**config.mk**
```make
export PLATFORM = sky130hd
export DESIGN_NAME = video_frame_decimator
export DESIGN_NICKNAME = d
export VERILOG_FILES = /design/src/sv/vfd_pkg.sv /design/src/sv/vfd_div.sv /design/src/sv/video_frame_decimator.sv
export SDC_FILE = /design/constraint.sdc
export NUM_CORES = 2
export LEC_CHECK = 0
export ABC_AREA = 1
export BUFFER_PORTS_ARGS = -buffer_cell sky130_fd_sc_hd__buf_4
export CORE_MARGIN = 2
export CORE_UTILIZATION = 28
export DETAILED_ROUTE_END_ITERATION = 10
export SLEW_MARGIN = 20
export SYNTH_ARGS = -nofsm -noshare
export SYNTH_HDL_FRONTEND = slang
export SYNTH_SLANG_ARGS = --single-unit
```
**constraint.sdc**
```tcl
create_clock -name clk -period 10.7 [get_ports clk]
set_input_delay 1.07 -clock clk [delete_from_list [all_inputs] [get_ports clk]]
set_output_delay 1.07 -clock clk [all_outputs]
set_load 0.05 [all_outputs]
```
**src/sv/vfd_pkg.sv**
```systemverilog
// Shared widths, codes and handshake structs of the video frame decimator.
package vfd_pkg;

	localparam int INTERVAL_W = 20;
	localparam int MAX_TIME_W = 36;
	localparam int DUR_W      = 24;
	localparam int VERDICT_W  = 2;
	localparam int STAMP_W    = 28;
	localparam int REC_W      = 37;
	localparam int NEXT_W     = 38;
	localparam int MID2_W     = 39;
	localparam int CFG_IDX_W  = 1;
	localparam int CFG_DATA_W = 36;

	// divider: dividend spans the recorded time, divisor the interval
	localparam int NUM_W = REC_W;
	localparam int DEN_W = INTERVAL_W;
	localparam int CNT_W = $clog2(NUM_W + 1);

	// millisecond rounding: divide by 8, then by 125 through a reciprocal
	localparam int MS_SHIFT    = 3;
	localparam int MS_M_W      = NUM_W - MS_SHIFT;
	localparam int RECIP_W     = 35;
	localparam int MS_QUOT_LSB = 41;
	localparam int PROD_W      = MS_M_W + RECIP_W;
	localparam int MUL_A_W     = MS_M_W / 2;
	localparam int MUL_B_W     = RECIP_W - MUL_A_W;
	localparam int PP_W        = MUL_A_W + MUL_B_W;

	localparam logic [INTERVAL_W-1:0] INTERVAL_RST = INTERVAL_W'(33333);
	localparam logic [MAX_TIME_W-1:0] MAX_TIME_RST = MAX_TIME_W'(600000000);

	localparam logic [NUM_W-1:0] MS_HALF = NUM_W'(500);
	// ceil(2^41 / 125), exact for every quotient of a dividend below 2^34
	localparam logic [RECIP_W-1:0] MS_RECIP = RECIP_W'(64'd17592186045);

	localparam logic [VERDICT_W-1:0] VERDICT_CAPTURE = 2'd0;
	localparam logic [VERDICT_W-1:0] VERDICT_SKIP    = 2'd1;
	localparam logic [VERDICT_W-1:0] VERDICT_LIMIT   = 2'd2;

	localparam logic [CFG_IDX_W-1:0] REG_INTERVAL = 1'b0;
	localparam logic [CFG_IDX_W-1:0] REG_MAX_TIME = 1'b1;

	typedef struct packed {
		logic             start;
		logic [NUM_W-1:0] dividend;
		logic [DEN_W-1:0] divisor;
	} div_req_t;

	typedef struct packed {
		logic             done;
		logic [DEN_W-1:0] remainder;
	} div_rsp_t;

endpackage

```
**src/sv/vfd_div.sv**
```systemverilog
// Bit-serial restoring divider, one quotient bit per cycle.
module vfd_div (
	input  logic               clk,
	input  logic               arst_n,
	input  vfd_pkg::div_req_t  req,
	output vfd_pkg::div_rsp_t  rsp
);
	import vfd_pkg::*;

	logic             run_q;
	logic             done_q;
	logic [CNT_W-1:0] cnt_q;
	logic [NUM_W-1:0] num_q;
	logic [DEN_W-1:0] rem_q;
	logic [DEN_W-1:0] den_q;

	logic [DEN_W:0]   rem_sh;
	logic             ge;
	logic [DEN_W:0]   rem_nxt;

	always_comb begin
		rem_sh  = {rem_q, num_q[NUM_W-1]};
		ge      = (rem_sh >= {1'b0, den_q});
		rem_nxt = ge ? (rem_sh - {1'b0, den_q}) : rem_sh;
	end

	always_ff @(posedge clk or negedge arst_n) begin
		if (!arst_n) begin
			run_q  <= 1'b0;
			done_q <= 1'b0;
			cnt_q  <= '0;
		end else begin
			done_q <= 1'b0;
			if (req.start) begin
				run_q <= 1'b1;
				cnt_q <= CNT_W'(NUM_W);
			end else if (run_q) begin
				cnt_q <= cnt_q - CNT_W'(1);
				if (cnt_q == CNT_W'(1)) begin
					run_q  <= 1'b0;
					done_q <= 1'b1;
				end
			end
		end
	end

	// shift quotient bits in from the bottom as dividend bits leave the top
	always_ff @(posedge clk) begin
		if (req.start) begin
			num_q <= req.dividend;
			rem_q <= '0;
			den_q <= req.divisor;
		end else if (run_q) begin
			num_q <= {num_q[NUM_W-2:0], ge};
			rem_q <= rem_nxt[DEN_W-1:0];
		end
	end

	assign rsp.done      = done_q;
	assign rsp.remainder = rem_q;

endmodule

```
**src/sv/video_frame_decimator.sv**
```systemverilog
// Top level of the video frame decimator: sequencer, state and output register.
// One transaction at a time. A leave-out mark passes through decide only, and a
// frame that is skipped or hits the length limit without arithmetic goes through
// decide and emit. A frame whose midpoint reaches the capture time goes through
// decide and prepare, the 37-step bit-serial divider for the remainder that
// advances the capture time by whole intervals, a 17 x 18 partial product
// multiply that rounds the start time to milliseconds, one stamp check
// and one emit. The finished result sits in an output register, so the next
// transaction is taken while it waits; a result that finds that register still
// stalled holds the sequencer until it drains. Configuration writes apply at
// once and are meant for an idle block.
module video_frame_decimator (
	input  logic                              clk,
	input  logic                              arst_n,
	input  logic                              in_valid,
	output logic                              in_stall,
	input  logic                              action,
	input  logic [vfd_pkg::DUR_W-1:0]         frame_duration_us,
	output logic                              out_valid,
	input  logic                              out_stall,
	output logic [vfd_pkg::VERDICT_W-1:0]     verdict,
	output logic [vfd_pkg::STAMP_W-1:0]       timestamp_ms,
	input  logic                              cfg_we,
	input  logic [vfd_pkg::CFG_IDX_W-1:0]     cfg_index,
	input  logic [vfd_pkg::CFG_DATA_W-1:0]    cfg_data
);
	import vfd_pkg::*;

	localparam logic [2:0] ST_IDLE    = 3'd0;
	localparam logic [2:0] ST_DECIDE  = 3'd1;
	localparam logic [2:0] ST_PREP    = 3'd2;
	localparam logic [2:0] ST_DIV_REM = 3'd3;
	localparam logic [2:0] ST_MUL     = 3'd4;
	localparam logic [2:0] ST_STAMP   = 3'd5;
	localparam logic [2:0] ST_EMIT    = 3'd6;

	localparam logic [MUL_B_W-1:0] RECIP_LO = MS_RECIP[MUL_B_W-1:0];
	localparam logic [MUL_B_W-1:0] RECIP_HI = MUL_B_W'(MS_RECIP[RECIP_W-1:MUL_B_W]);

	logic [2:0]            state_q;

	logic [INTERVAL_W-1:0] interval_q;
	logic [MAX_TIME_W-1:0] max_time_q;
	logic [REC_W-1:0]      recorded_q;
	logic [NEXT_W-1:0]     next_capture_q;
	logic [STAMP_W-1:0]    last_stamp_q;
	logic                  have_stamp_q;
	logic                  pending_q;

	logic                  action_q;
	logic [DUR_W-1:0]      dur_q;
	logic [REC_W-1:0]      start_q;
	logic [NEXT_W-1:0]     mid_floor_q;
	logic [VERDICT_W-1:0]  res_verdict_q;
	logic [STAMP_W-1:0]    res_stamp_q;
	logic [NUM_W-1:0]      ms_num_q;
	logic [1:0]            mul_cnt_q;
	logic [PROD_W-1:0]     acc_q;

	logic                  out_valid_q;
	logic [VERDICT_W-1:0]  verdict_q;
	logic [STAMP_W-1:0]    timestamp_q;

	logic [INTERVAL_W-1:0] ival_eff;
	logic [MID2_W-1:0]     mid2;
	logic                  below_next;
	logic                  at_limit;
	logic                  emit_go;
	logic [STAMP_W-1:0]    stamp;
	logic                  stamp_new;
	logic [MUL_A_W-1:0]    mul_a;
	logic [MUL_B_W-1:0]    mul_b;
	logic [PP_W-1:0]       mul_pp;
	logic [PROD_W-1:0]     mul_term;

	div_req_t              div_req;
	div_rsp_t              div_rsp;

	vfd_div u_div (
		.clk    (clk),
		.arst_n (arst_n),
		.req    (div_req),
		.rsp    (div_rsp)
	);

	always_comb begin
		ival_eff   = (interval_q == '0) ? INTERVAL_W'(1) : interval_q;
		mid2       = MID2_W'({recorded_q, 1'b0}) + MID2_W'(dur_q);
		below_next = (mid2 < {next_capture_q, 1'b0});
		at_limit   = (recorded_q >= REC_W'(max_time_q));
		emit_go    = !out_valid_q || !out_stall;
		stamp      = acc_q[MS_QUOT_LSB +: STAMP_W];
		stamp_new  = !have_stamp_q || (stamp > last_stamp_q);

		div_req.start    = (state_q == ST_PREP);
		div_req.dividend = REC_W'(mid_floor_q - next_capture_q);
		div_req.divisor  = ival_eff;
	end

	// one 17 x 18 partial product of (start + 500) / 8 times the reciprocal per cycle
	always_comb begin
		mul_a = ms_num_q[MS_SHIFT +: MUL_A_W];
		mul_b = RECIP_LO;
		if (mul_cnt_q[1]) begin
			mul_a = ms_num_q[MS_SHIFT + MUL_A_W +: MUL_A_W];
		end
		if (mul_cnt_q[0]) begin
			mul_b = RECIP_HI;
		end
		mul_pp = PP_W'(mul_a) * PP_W'(mul_b);
		case (mul_cnt_q)
			2'd0: mul_term = PROD_W'(mul_pp);
			2'd1: mul_term = PROD_W'(mul_pp) << MUL_B_W;
			2'd2: mul_term = PROD_W'(mul_pp) << MUL_A_W;
			default: mul_term = PROD_W'(mul_pp) << PP_W;
		endcase
	end

	always_ff @(posedge clk or negedge arst_n) begin
		if (!arst_n) begin
			interval_q <= INTERVAL_RST;
			max_time_q <= MAX_TIME_RST;
		end else if (cfg_we) begin
			case (cfg_index)
				REG_INTERVAL: interval_q <= cfg_data[INTERVAL_W-1:0];
				REG_MAX_TIME: max_time_q <= cfg_data[MAX_TIME_W-1:0];
				default: ;
			endcase
		end
	end

	always_ff @(posedge clk or negedge arst_n) begin
		if (!arst_n) begin
			state_q        <= ST_IDLE;
			recorded_q     <= '0;
			next_capture_q <= '0;
			last_stamp_q   <= '0;
			have_stamp_q   <= 1'b0;
			pending_q      <= 1'b0;
			out_valid_q    <= 1'b0;
		end else begin
			if (state_q == ST_EMIT && emit_go) begin
				out_valid_q <= 1'b1;
			end else if (out_valid_q && !out_stall) begin
				out_valid_q <= 1'b0;
			end
			case (state_q)
				ST_IDLE: begin
					if (in_valid) begin
						state_q <= ST_DECIDE;
					end
				end
				ST_DECIDE: begin
					if (action_q) begin
						pending_q <= 1'b1;
						state_q   <= ST_IDLE;
					end else if (dur_q == '0) begin
						state_q <= ST_EMIT;
					end else if (pending_q) begin
						pending_q <= 1'b0;
						state_q   <= ST_EMIT;
					end else if (at_limit) begin
						state_q <= ST_EMIT;
					end else begin
						recorded_q <= recorded_q + REC_W'(dur_q);
						state_q    <= below_next ? ST_EMIT : ST_PREP;
					end
				end
				ST_PREP: begin
					state_q <= ST_DIV_REM;
				end
				ST_DIV_REM: begin
					// land one interval past the midpoint, minus the leftover
					if (div_rsp.done) begin
						next_capture_q <= mid_floor_q - NEXT_W'(div_rsp.remainder)
							+ NEXT_W'(ival_eff);
						state_q <= ST_MUL;
					end
				end
				ST_MUL: begin
					if (mul_cnt_q == 2'd3) begin
						state_q <= ST_STAMP;
					end
				end
				ST_STAMP: begin
					if (stamp_new) begin
						last_stamp_q <= stamp;
						have_stamp_q <= 1'b1;
					end
					state_q <= ST_EMIT;
				end
				ST_EMIT: begin
					if (emit_go) begin
						state_q <= ST_IDLE;
					end
				end
				default: state_q <= ST_IDLE;
			endcase
		end
	end

	always_ff @(posedge clk) begin
		if (state_q == ST_IDLE && in_valid) begin
			action_q <= action;
			dur_q    <= frame_duration_us;
		end
		if (state_q == ST_DECIDE) begin
			start_q       <= recorded_q;
			mid_floor_q   <= mid2[MID2_W-1:1];
			res_stamp_q   <= '0;
			res_verdict_q <= (dur_q != '0 && !pending_q && at_limit) ?
				VERDICT_LIMIT : VERDICT_SKIP;
		end
		if (state_q == ST_PREP) begin
			ms_num_q  <= start_q + MS_HALF;
			mul_cnt_q <= '0;
			acc_q     <= '0;
		end
		if (state_q == ST_MUL) begin
			acc_q     <= acc_q + mul_term;
			mul_cnt_q <= mul_cnt_q + 2'd1;
		end
		if (state_q == ST_STAMP && stamp_new) begin
			res_verdict_q <= VERDICT_CAPTURE;
			res_stamp_q   <= stamp;
		end
		if (state_q == ST_EMIT && emit_go) begin
			verdict_q   <= res_verdict_q;
			timestamp_q <= res_stamp_q;
		end
	end

	assign in_stall     = (state_q != ST_IDLE);
	assign out_valid    = out_valid_q;
	assign verdict      = verdict_q;
	assign timestamp_ms = timestamp_q;

	// divider results only show up while the sequencer waits on them
	assert property (@(posedge clk) disable iff (!arst_n)
		div_rsp.done |-> (state_q == ST_DIV_REM))
		else $error("divider finished outside a divide state");

	// the advanced capture time must lie past the frame midpoint
	assert property (@(posedge clk) disable iff (!arst_n)
		(state_q == ST_DIV_REM && div_rsp.done) |=> (next_capture_q > mid_floor_q))
		else $error("capture time not advanced past midpoint");

	// a captured timestamp is the one recorded as last given out
	assert property (@(posedge clk) disable iff (!arst_n)
		(state_q == ST_EMIT && emit_go && res_verdict_q == VERDICT_CAPTURE)
		|=> (have_stamp_q && timestamp_ms == last_stamp_q))
		else $error("captured timestamp differs from last stamp");

endmodule

```
==> run_results.csv <==
group,metric,value,unit
logic_synthesis,yosysSeqAreaShare,31.2,%
setup_path,worstPathRequired,11.13,ns
floorplan,die_h,409,um
clock_network,post_cts_resized,0,
setup_path,crit_path_start_kind,"flip-flop",
logic_synthesis,synth.largest_area_cell,"edfxtp_1",
clock_network,clock_tree.root_cell,"clkbuf_16",
sta,setup_viol_count_final,0,
cells_and_area,nNetsFinal,6876,
min_path,hp-class,"reg -> reg",
floorplan,fp.dieW,409,um
place,pre_cts_ws,0.934,ns
cells_and_area,fillers,17697,
flow_run,cap_violations,0,
clock_network,clock-sinks,513,
setup_path,crit_fanout,20,
cells_and_area,syn_to_final_growth,12.1,%
logic_synthesis,synth-main-ff-cell,"edfxtp_1",
setup_path,cpMaxStageDelayCell,"edfxtp_1",
logic_synthesis,netlist_area,46000,um^2
routing,vias_per_cell,4.90,
sta,worstMarginPinSlew,1.15,ns
logic_synthesis,synth_cell_types,63,
cells_and_area,drive_gt1_share,6.20,%
routing,route.detailed.drc,0,
setup_path,max_stage_delay,0.64,ns
floorplan,num_rows,148,
global_route,antenna_found_initial,2,
sta,rsz0062_at_grt,"false",
sta,drv_slew,0,
floorplan,core_area,163000,um^2
floorplan,initial_core_util,28.2,%
setup_path,crit_top_cell,"inv_1",
floorplan,ioPinCount,99,
global_route,grt_pass1_wl,253,mm
routing,drt_wl_total,168,mm
floorplan,dieArea,168000,um^2
routing,dr.pass1.iters,6,
logic_synthesis,async_reset_ff_share,33.7,%
sta,max_freq,102,MHz
clock_network,cts_max_level,2,
outcome,status,"completed",
clock_network,ctsHoldBuffers,0,
logic_synthesis,synth_seq_cells,513,
sta,min_period_over_period,91.5,%
sta,fin_ws,0.910,ns
routing,vias,41079,
routing,wl_per_cell,20.0,um
place,dpl.hpwl,141,mm
place,routabilityCongestion,1.00,
setup_path,path_buf_inv,10,
logic_synthesis,syn_area_per_cell,7.59,um^2
clock_network,cts_buffers,59,
logic_synthesis,synth_edf_count,318,
setup_path,crit_type,"reg -> reg",
routing,ant_nets,0,
logic_synthesis,synth_area_leaders,"edfxtp_1 (21%), ha_1 (13%), nand2_1 (11%)",
sta,finalHoldViolCount,0,
logic_synthesis,syn_inst,6059,
clock_network,clockBufferDepth,3,
setup_path,critPathTopFamily,"adder cells",
logic_synthesis,synth_top_area_share,20.8,%
routing,drt_iter0_drc,3670,
global_route,grt_pass1_vias,40412,
setup_path,crit_arrival,10.22,ns
clock_network,path_clk_slew,0.07,ns
setup_path,cp-end-kind,"flip-flop",
sta,max_slew_margin,22.3,%
sta,fin_tns_setup,0,ns
sta,min_period,9.79,ns
place,numPortBuffers,98,
global_route,grt_usage,19.8,%
logic_synthesis,ys_warn_count,0,
sta,skew,0.0619,ns
clock_network,cts_tree,"done",
clock_network,post_cts_buffers,0,
clock_network,clk_latency,0.70,ns
global_route,grt_overflow,0,
global_route,grt_max_degree,73,
## routing by layer
metal  vias up  global-route usage, %  share of wire, %
li1      19944                      -                 -
met1     19814                   29.3                48
met2      1162                   30.6                43
met3       157                   2.15               5.8
met4         2                   4.74               2.4
met5         -                      0            0.0077
## path summary, 6_finish.rpt
check | start | end | slack, ns | depth (start not counted)
worst max-delay path | mul_cnt_q[1]$_SDFFCE_PN0P_ | acc_q[66]$_SDFFCE_PN0P_ | 0.91 | 42
worst min-delay path | res_stamp_q[25]$_SDFFCE_PN0P_ | timestamp_ms[25]$_DFFE_PP_ | 0.42 | 0
worst max register to register | mul_cnt_q[1]$_SDFFCE_PN0P_ | acc_q[66]$_SDFFCE_PN0P_ | 0.91 | 42
worst min register to register | res_stamp_q[25]$_SDFFCE_PN0P_ | timestamp_ms[25]$_DFFE_PP_ | 0.42 | 0
max in group asynchronous | arst_n | interval_q[6]$_DFFE_PN0P_ | 8.08 | 3
min in group asynchronous | arst_n | last_stamp_q[4]$_DFFE_PN0P_ | 0.44 | 1
## state kept, by name (all words and copies together) (netlist names), 2 cells and up
register and cells:
acc_q 69, u_div.rem_q 20, interval_q 20, res_stamp_q 28
u_div.cnt_q 6, ms_num_q 34, timestamp_ms 28, dur_q 24
verdict 2, recorded_q 37, state_q 3, last_stamp_q 28
start_q 35, u_div.den_q 20, next_capture_q 38, u_div.num_q 37
max_time_q 36, mul_cnt_q 2, res_verdict_q 2, mid_floor_q 38
## kinds of logic (layout without fill, tap and decap cells)
family,count (synthesis),after routing,share of synthesized area [%]
adders and majority gates,647,647,20.5
AOI/OAI and AO/OA,1043,1043,12.7
other,2,6,0.0163
and+or+nand+nor,2531,2531,23.1
buffers and inverters,1180,1331,9.85
xor gates and xnor gates,143,143,2.72
DFF,513,513,31.2
## cell usage after synthesis, types with 22 or more instances
| library cell | n |
|---|---|
| a21o_1 | 30 |
| nand4_1 | 50 |
| ha_1 | 472 |
| a21oi_1 | 439 |
| o21ai_1 | 33 |
| dfrtp_1 | 157 |
| xnor2_1 | 63 |
| nand3_1 | 310 |
| o21bai_1 | 55 |
| o21ai_0 | 339 |
| o21a_1 | 23 |
| edfxtp_1 | 318 |
| clkbuf_1 | 62 |
| xor2_1 | 80 |
| o211ai_1 | 22 |
| nand2_1 | 1312 |
| nor4_1 | 22 |
| nor2_1 | 638 |
| nor3_1 | 66 |
| nand2_2 | 22 |
| nand3b_1 | 26 |
| or2_2 | 31 |
| dfxtp_1 | 22 |
| inv_1 | 1071 |
| fa_1 | 175 |
## metrics by stage
| step | std cells | area, um^2 | hold slack [ns] | util, % |
|---|---|---|---|---|
| floorplan | 6062 | 46000 | 0.400 | - |
| global placement | 8276 | 49300 | 0.402 | 30.3 |
| detailed placement | 8276 | 49300 | 0.405 | 30.3 |
| CTS | 8388 | 51500 | 0.419 | 31.6 |
| global route | 8388 | 51600 | 0.419 | 31.6 |
| finish | 8389 | 51600 | 0.418 | 31.6 |
## placed cells by master, fill, tap and decap left out, types with 14 or more instances in the layout
| master | netlist | layout |
|---|---|---|
| edfxtp_1 | 318 | 318 |
| o211ai_1 | 22 | 22 |
| dfrtp_1 | 157 | 157 |
| o21ai_0 | 339 | 339 |
| nor3_1 | 66 | 66 |
| nand3b_1 | 26 | 26 |
| ha_1 | 472 | 472 |
| o21ai_1 | 33 | 33 |
| nand2_2 | 22 | 25 |
| o21ai_2 | 19 | 19 |
| dfstp_2 | 16 | 16 |
| xnor2_1 | 63 | 63 |
| or2_2 | 31 | 31 |
| inv_1 | 1071 | 1069 |
| nand3_1 | 310 | 310 |
| nor4_1 | 22 | 22 |
| xor2_1 | 80 | 80 |
| a21oi_1 | 439 | 439 |
| a21o_1 | 30 | 30 |
| a21boi_0 | 14 | 14 |
| a31oi_1 | 18 | 18 |
| o22ai_1 | 16 | 16 |
| o21a_1 | 23 | 23 |
| nor2_1 | 638 | 635 |
| buf_4 | 4 | 135 |
| nand2_1 | 1312 | 1308 |
| nand4_1 | 50 | 50 |
| o21bai_1 | 55 | 55 |
| dfxtp_1 | 22 | 22 |
| fa_1 | 175 | 175 |
| clkbuf_16 | 0 | 65 |
## worst register-to-register path, delay by kind of cell, from the launching register on
| kind | cells | cell delay (ns) |
|---|---|---|
| fa+ha+maj | 8 | 3.59 |
| simple gates | 16 | 2.38 |
| compound gates | 8 | 1.88 |
| buf+inv | 10 | 1.06 |
| flops | 1 | 0.64 |
## area by class of cell
class	count	area, um^2	share of cell area [%]
clock inverters	32	495	0.961
diodes	1	2.50	0.00485
multi-input cells	4369	27200	52.7
repair buffers	137	1040	2.01
well taps	2175	2720	5.28
flip-flops and latches	513	14300	27.8
clock buffers	80	1710	3.32
inverters	1082	4060	7.88
Power is not shown: default switching activity piles up to over one toggle a cycle in this logic, so the estimate is an artifact.
